$ cat config.mk
export PLATFORM = sky130hd
export DESIGN_NAME = kct_divider
export DESIGN_NICKNAME = d
export VERILOG_FILES = /design/src/sv/kct_divider.sv
export SDC_FILE = /design/constraint.sdc
export NUM_CORES = 1
export LEC_CHECK = 0
export BUFFER_PORTS_ARGS = -buffer_cell sky130_fd_sc_hd__buf_2
export CORE_ASPECT_RATIO = 1.4
export CORE_UTILIZATION = 45
export CTS_BUF_LIST = sky130_fd_sc_hd__clkbuf_8
export DETAILED_ROUTE_END_ITERATION = 10
export HOLD_SLACK_MARGIN = 0.03
export PLACE_DENSITY = 0.74
export SETUP_SLACK_MARGIN = 0.5
export SYNTH_ARGS = -nofsm -noshare
export SYNTH_HDL_FRONTEND = slang
export SYNTH_SLANG_ARGS = --single-unit
$ cat constraint.sdc
create_clock -name clock -period 2.13 [get_ports clock]
set_clock_uncertainty 0.1 [all_clocks]
set_input_delay 0.3195 -clock clock [delete_from_list [all_inputs] [get_ports clock]]
set_output_delay 0.3195 -clock clock [all_outputs]
set_load 0.03 [all_outputs]
$ cat src/sv/kct_divider.sv
// Bit-serial restoring divider, one quotient bit per cycle.
// Used by the transposition block to size the grid. No package dependencies.
module kct_divider #(
   parameter int N = 11,
   parameter int D = 5
) (
   input  logic         clock,
   input  logic         reset,
   input  logic         start,
   input  logic [N-1:0] dividend,
   input  logic [D-1:0] divisor,
   output logic         done,
   output logic [N-1:0] quotient,
   output logic [D-1:0] remainder
);

   localparam int STEP_W = $clog2(N + 1);

   logic              busy_ff;
   logic              done_ff;
   logic [STEP_W-1:0] step_ff;
   logic [N-1:0]      work_ff;
   logic [D-1:0]      rem_ff;
   logic [D-1:0]      dvs_ff;
   logic [D:0]        trial;
   logic [D:0]        diff;
   logic              fits;

   // Trial subtraction for the next quotient bit.
   assign trial = {rem_ff, work_ff[N-1]};
   assign fits  = trial >= {1'b0, dvs_ff};
   assign diff  = trial - {1'b0, dvs_ff};

   // Step control.
   always_ff @(posedge clock) begin
      if (reset) begin
         busy_ff <= 1'b0;
         done_ff <= 1'b0;
         step_ff <= '0;
      end else begin
         done_ff <= 1'b0;
         if (start) begin
            busy_ff <= 1'b1;
            step_ff <= '0;
         end else if (busy_ff) begin
            step_ff <= step_ff + 1'b1;
            if (step_ff == STEP_W'(N - 1)) begin
               busy_ff <= 1'b0;
               done_ff <= 1'b1;
            end
         end
      end
   end

   // Dividend shifts out at the top while quotient bits shift in below.
   always_ff @(posedge clock) begin
      if (start) begin
         work_ff <= dividend;
         rem_ff  <= '0;
         dvs_ff  <= divisor;
      end else if (busy_ff) begin
         rem_ff  <= fits ? diff[D-1:0] : trial[D-1:0];
         work_ff <= {work_ff[N-2:0], fits};
      end
   end

   assign done      = done_ff;
   assign quotient  = work_ff;
   assign remainder = rem_ff;

endmodule
==> results of run 1 <==
==> power by group <==
group,switching (µW),internal [µW],leakage (µW)
Combinational,186,138,0.000438
Sequential,34.6,603,0.000249
Clock,141,130,0.0000255
==> cell families after synthesis <==
logic type               Yosys count  share of synthesized area
multiplexers                      10                     0.0850
AND/OR/NAND/NOR                   28                      0.117
adder cells (fa/ha/maj)            8                     0.0812
flip-flops                        27                      0.529
buffers and inverters             13                     0.0378
AO/OA/AOI/OAI                     21                      0.117
XOR/XNOR                           5                     0.0331
==> layout make-up <==
type	count	area, µm²	share of cell area
clock buffer	3	41.3	0.0252
clock inverter	1	5.00	0.00306
inverter	8	30.0	0.0183
multi-input combinational	72	603	0.368
sequential	27	701	0.428
tap	36	45.0	0.0275
timing repair buffer	40	213	0.130
==> how the worst min path moves through the flow <==
stage	startpoint	endpoint	slack [ns]
finish	divisor[2]	dvs_ff[2]	0.13
global route	divisor[2]	dvs_ff[2]	0.11
CTS	divisor[0]	dvs_ff[0]	0.12
detailed placement	divisor[0]	dvs_ff[0]	0.40
global placement	divisor[1]	dvs_ff[1]	0.40
floorplan	reset	busy_ff	0.29
==> through the flow <==
step | setup WS (ns) | utilization | setup TNS, ns | hold slack [ns]
floorplan | -0.174 | - | -0.425 | 0.292
global placement | 0.0310 | 0.576 | 0 | 0.397
CTS | 0.0000926 | 0.604 | 0 | 0.120
global route | -0.0905 | 0.607 | -0.369 | 0.114
detailed placement | -0.0558 | 0.576 | -0.0558 | 0.398
finish | 0.000709 | 0.607 | 0 | 0.130
==> layer usage <==
metal / GRT usage / vias to the layer above / routed length (µm)
met5: 0 / - / 0
met4: 0.0764 / 0 / 53
met3: 0.0328 / 6 / 95
met2: 0.296 / 30 / 1340
met1: 0.207 / 482 / 1050
li1: - / 494 / -
==> synth_stat cells <==
| cell | n |
|---|---|
| dfxtp_1 | 11 |
| nand3b_1 | 2 |
| o211ai_1 | 1 |
| nand2_1 | 4 |
| o211a_1 | 1 |
| nor3b_1 | 1 |
| edfxtp_1 | 16 |
| or3b_2 | 1 |
| mux2_2 | 10 |
| and4_4 | 1 |
| a31oi_1 | 1 |
| a21oi_1 | 5 |
| a211o_1 | 2 |
| nor3_1 | 4 |
| xnor2_1 | 3 |
| o31ai_1 | 1 |
| nand2b_1 | 1 |
| nand4_1 | 1 |
| ha_1 | 7 |
| a211oi_1 | 2 |
| a2111oi_0 | 1 |
| nor4b_1 | 1 |
| fa_1 | 1 |
| nor2_1 | 7 |
| xor2_1 | 2 |
| a21o_1 | 1 |
| or4_1 | 1 |
| buf_2 | 1 |
| o41ai_1 | 1 |
| nor2b_1 | 1 |
| clkbuf_1 | 2 |
| buf_1 | 2 |
| a211o_2 | 1 |
| o311ai_1 | 1 |
| nand3_1 | 2 |
| o21ai_0 | 1 |
| inv_1 | 8 |
| or2_2 | 1 |
| a311oi_1 | 2 |
==> cells in the final DEF, fill, tap and decap left out, types with 3 or more instances in the layout <==
cell type,count
a21oi_1,5
buf_2,35
buf_4,5
clkbuf_8,3
dfxtp_1,11
edfxtp_1,16
ha_1,6
inv_1,7
mux2_2,10
nand2_1,4
nor2_1,6
nor3_1,3
xnor2_1,3
==> sequential cells by signal (all words and copies together) (netlist names) <==
register and flops:
remainder 5, done 1, step_ff 4, dvs_ff 5
quotient 11, busy_ff 1
==> critical path: stages, from the launching register on <==
cell and delay (ns):
edfxtp_1 0.39, inv_1 0.08, ha_2 0.18, inv_2 0.04, fa_2 0.33, a211o_1 0.28
o211a_1 0.15, or4_1 0.40, o311ai_1 0.09
==> what timing repair did <==
item	CTS	global route
resized for setup	5	1
buffers inserted	2	0
pin swaps	4	1
setup endpoints to repair	6	6
==> flow_metrics.tcl, run 1 <==
set metrics [dict create \
    result_of_the_run "complete, no violations" \
    wl_um 2540 \
    grt_setup_unrepaired "yes" \
    regToRegEndpoint "remainder[2]" \
    layoutNonFillerInstCount 187 \
    critical_path.reg2reg.startpoint "quotient[10]" \
    drive_above_1_share 0.430 \
    timing.critical_path.to "remainder[2]" \
    post_synth_inst_count 112 \
    worst_ir_drop_vdd_uv 561 \
    arrival_ns 2.19 \
    critical_path_sink_type "flip-flop" \
    post_drt_wl_per_cell_um 13.6 \
    clkTransAtPathRegs_ns 0.08 \
    detailedRoute.firstIterationViolations 14 \
    floorplan.die.width_um 47.9 \
    critical_path.max_fanout 3 \
    timing.slew.headroom 0.591 \
    period_needed_ns 2.13 \
    cts_htree_levels 1 \
    syn_area_um2 1330 \
    timing_worst_setup_path_type "reg2reg" \
    clock_net_sink_count 27 \
    route.vias.total 1012 \
    achievable-frequency_mhz 470 \
    tightestPinTransition_ns 0.613 \
    fillers 249 \
    ys_top_cells_by_area "edfxtp_1 (36%), dfxtp_1 (17%), mux2_2 (8.5%)" \
    cp-startpoint "quotient[10]" \
    number_of_antenna_repair_diodes 0 \
    post-synth-top-area-cell "edfxtp_1" \
    yosys.cell_types.count 39 \
    grt-ovfl-total 0 \
    reg2reg_depth 8 \
    antenna_found_initial 0 \
    initial_utilization 0.491 \
    clock_latency_late_sink_ns 0.26 \
    numPortBuffers 35 \
    post_detailed_route_via_to_cell_ratio 5.41 \
    placement_rows 22 \
    timing.reg2reg.setup_slack_ns 0.0007 \
    drtPass1Iterations 4 \
    syn_nets 139 \
    maxSlewViolCount 0 \
    design_area_um2 1640 \
    ant_nets 0 \
    postSynthRegisterBits 27 \
    cts.root.buffer_cell "clkbuf_8" \
    ys_seq_area_frac 0.529 \
    hold-path-cell-count 1 \
    placed_cells 181 \
    report.final.hold_viol_count 0 \
    syn-mean-instance-area_um2 11.8 \
    gr-usage-all-layers 0.176 \
    hpwl_dp_um 1880 \
    die_area_um2 3170 \
    cts_max_path_buffers 2 \
    placed_cell_area_um2 1550 \
    die_h_um 66.2 \
    power.density_nw_per_um2 753 \
    floorplan.io_pins 36 \
    report.power.total_uw 1230 \
    timing.critical_path.required_ns 2.20 \
    grt_pass1_wl_um 3970 \
    cp-start-kind "flip-flop" \
    final_min_period_over_clock_period 1.00 \
    cts-buffers-inserted 3 \
    worstHoldPathType "in2reg" \
    syn_to_final_growth_pct 23.6 \
    synthesis_warning_total 0 \
    grt_start_max_net_pins 33 \
    core_area_um2 2700 \
    setup_viol 0 \
    maxCapViolCount 0 \
    finalWeightedCongestion 0.915 \
    nNetsFinal 179 \
    first_global_vias 936 \
    synth_top_area_frac 0.363 \
    cts_hold_repair.buffers 0 \
    cts_tree "yes" \
    static-leakage-power_uw 0.000713 \
    route.detailed.drc 0 \
]
(Power assumes the default switching activity.)
==> run 2: changes to the inputs <==
==> constraint.sdc (replaced) <==
create_clock -name clock -period 2.13 [get_ports clock]
set_clock_uncertainty 0.1 [all_clocks]
set_input_delay 0.1065 -clock clock [delete_from_list [all_inputs] [get_ports clock]]
set_output_delay 0.1065 -clock clock [all_outputs]
set_load 0.03 [all_outputs]
==> run 2 against run 1 <==
Net effect:
- the flow now finishes with violations (setup timing)
- maximum frequency down 0.10%
- clock power barely moved
- count of clock-buffer cells in the layout is the same
- critical endpoint unchanged
- highest routed layer unchanged
==> flow_metrics.tcl, run 2 (synthesis results as in run 1) <==
set metrics [dict create \
    clkTransAtPathRegs_ns 0.09 \
    drtPass1Iterations 4 \
    timing.slew.headroom 0.598 \
    tightestPinTransition_ns 0.603 \
    clock_latency_late_sink_ns 0.26 \
    final_min_period_over_clock_period 1.00 \
    achievable-frequency_mhz 469 \
    worstHoldPathType "in2reg" \
    period_needed_ns 2.13 \
    syn_to_final_growth_pct 28.1 \
    largest_reg_flops 11 \
    fillers 241 \
    gr-usage-met1 0.226 \
    utilization 0.629 \
    result_of_the_run "finished with violations" \
    die_h_um 66.2 \
    setup_viol 1 \
    timing.critical_path.to "remainder[2]" \
    tns_ns -0.00143 \
    timing.critical_path.required_ns 2.20 \
    gr-usage-all-layers 0.179 \
    static-leakage-power_uw 0.000738 \
    grt_setup_unrepaired "yes" \
    die_area_um2 3170 \
    regToRegEndpoint "remainder[2]" \
    cp-startpoint "quotient[10]" \
    power.density_nw_per_um2 731 \
    grtUsageMet2 0.296 \
    maxSlewViolCount 0 \
    nNetsFinal 185 \
    ant_nets 0 \
    post_detailed_route_via_to_cell_ratio 5.40 \
    wl_um 2560 \
    cts_max_path_buffers 2 \
    most-common-layout-cells "buf_2 (35), edfxtp_1 (16), dfxtp_1 (11), mux2_2 (10), inv_1 (7)" \
    timing_worst_setup_path_type "reg2reg" \
    hold-path-cell-count 2 \
    clock_net_sink_count 27 \
    maxCapViolCount 0 \
    detailedRoute.firstIterationViolations 22 \
    floorplan.io_pins 36 \
    most_common_cell_after_layout_fill_and_taps_aside "buf_2" \
    report.final.hold_viol_count 0 \
    critical_path.reg2reg.startpoint "quotient[10]" \
    timing.reg2reg.setup_slack_ns -0.001 \
    grt_pass1_wl_um 4070 \
    placement_rows 22 \
    post_drt_wl_per_cell_um 13.3 \
    cts_htree_levels 1 \
    worst_ir_drop_vdd_uv 728 \
    antenna_found_initial 0 \
    timing.final.ws_setup_ns -0.00143 \
    worst_slack_placed_ns -0.0558 \
    cts.root.buffer_cell "clkbuf_8" \
    floorplan.die.width_um 47.9 \
    critical_path_sink_type "flip-flop" \
    finalWeightedCongestion 0.915 \
    failed_checks "setup timing" \
    first_global_vias 949 \
    cp-start-kind "flip-flop" \
    route.detailed.drc 0 \
    grt_start_max_net_pins 33 \
    initial_utilization 0.491 \
    drive_above_1_share 0.414 \
    groute.layer.met3.usage 0.0301 \
    number_of_antenna_repair_diodes 0 \
    core_area_um2 2700 \
    cts_tree "yes" \
    arrival_ns 2.20 \
    reg2reg_depth 8 \
    globalRoute.busiestLayer "met2" \
    cts-buffers-inserted 3 \
    grt-ovfl-total 0 \
    numPortBuffers 35 \
    hpwl_dp_um 1880 \
    critical_path.max_fanout 3 \
    route.vias.total 1042 \
]
==> run 2: cell type report <==
cell class	count	area, µm²	share of cell area
Sequential cell	27	701	0.413
Inverter	8	30.0	0.0177
Timing Repair Buffer	46	273	0.161
Multi-Input combinational cell	72	603	0.355
Clock inverter	1	5.00	0.00295
Clock buffer	3	41.3	0.0243
Tap cell	36	45.0	0.0265
==> run 2: how the worst min path moves through the flow <==
| stage | start | slack (ns) | to |
|---|---|---|---|
| finish | dividend[2] | 0.04 | quotient[2] |
| global route | dividend[2] | 0.03 | quotient[2] |
| CTS | dividend[2] | 0.03 | quotient[2] |
| global placement | divisor[1] | 0.18 | dvs_ff[1] |
| detailed placement | divisor[0] | 0.19 | dvs_ff[0] |
| floorplan | reset | 0.08 | busy_ff |
==> run 2: where the power goes <==
group	leakage [µW]	switching [µW]	internal, µW
clock network	0.0000255	143	131
logic	0.000463	186	145
registers	0.000249	34.2	603
==> run 2: per-stage QoR <==
| stage | instance area (µm²) | total power [µW] | hold WS, ns | cells |
|---|---|---|---|---|
| after floorplan | 1330 | 854 | 0.0789 | 112 |
| after global placement | 1550 | 941 | 0.184 | 181 |
| after detailed placement | 1550 | 950 | 0.185 | 181 |
| after CTS | 1690 | 1250 | 0.0321 | 193 |
| after global routing | 1700 | 1310 | 0.0332 | 193 |
| final | 1700 | 1240 | 0.0388 | 193 |
==> run 2: worst max-delay path: stages, from the launching register on <==
cell      delay [ns]
edfxtp_1        0.39
inv_1           0.08
ha_2            0.18
inv_2           0.04
fa_2            0.33
a211o_1         0.28
o211a_1         0.16
or4_1           0.41
o311ai_1        0.08
==> run 2: routing by layer <==
metal | part of all wire | vias to the layer above
met1 | 0.42 | 491
li1 | - | 506
met3 | 0.038 | 8
met4 | 0.023 | 0
met2 | 0.52 | 37
met5 | 0 | -
==> run 2: repair_timing <==
action                                  4_1_cts  5_1_grt
endpoints found under the setup margin        6        6
pin swaps                                     4        1
buffers inserted                              2        0
hold endpoints to repair                     11        0
resized for setup                             5        1
gates cloned                                  0        0
hold buffers                                  6        0
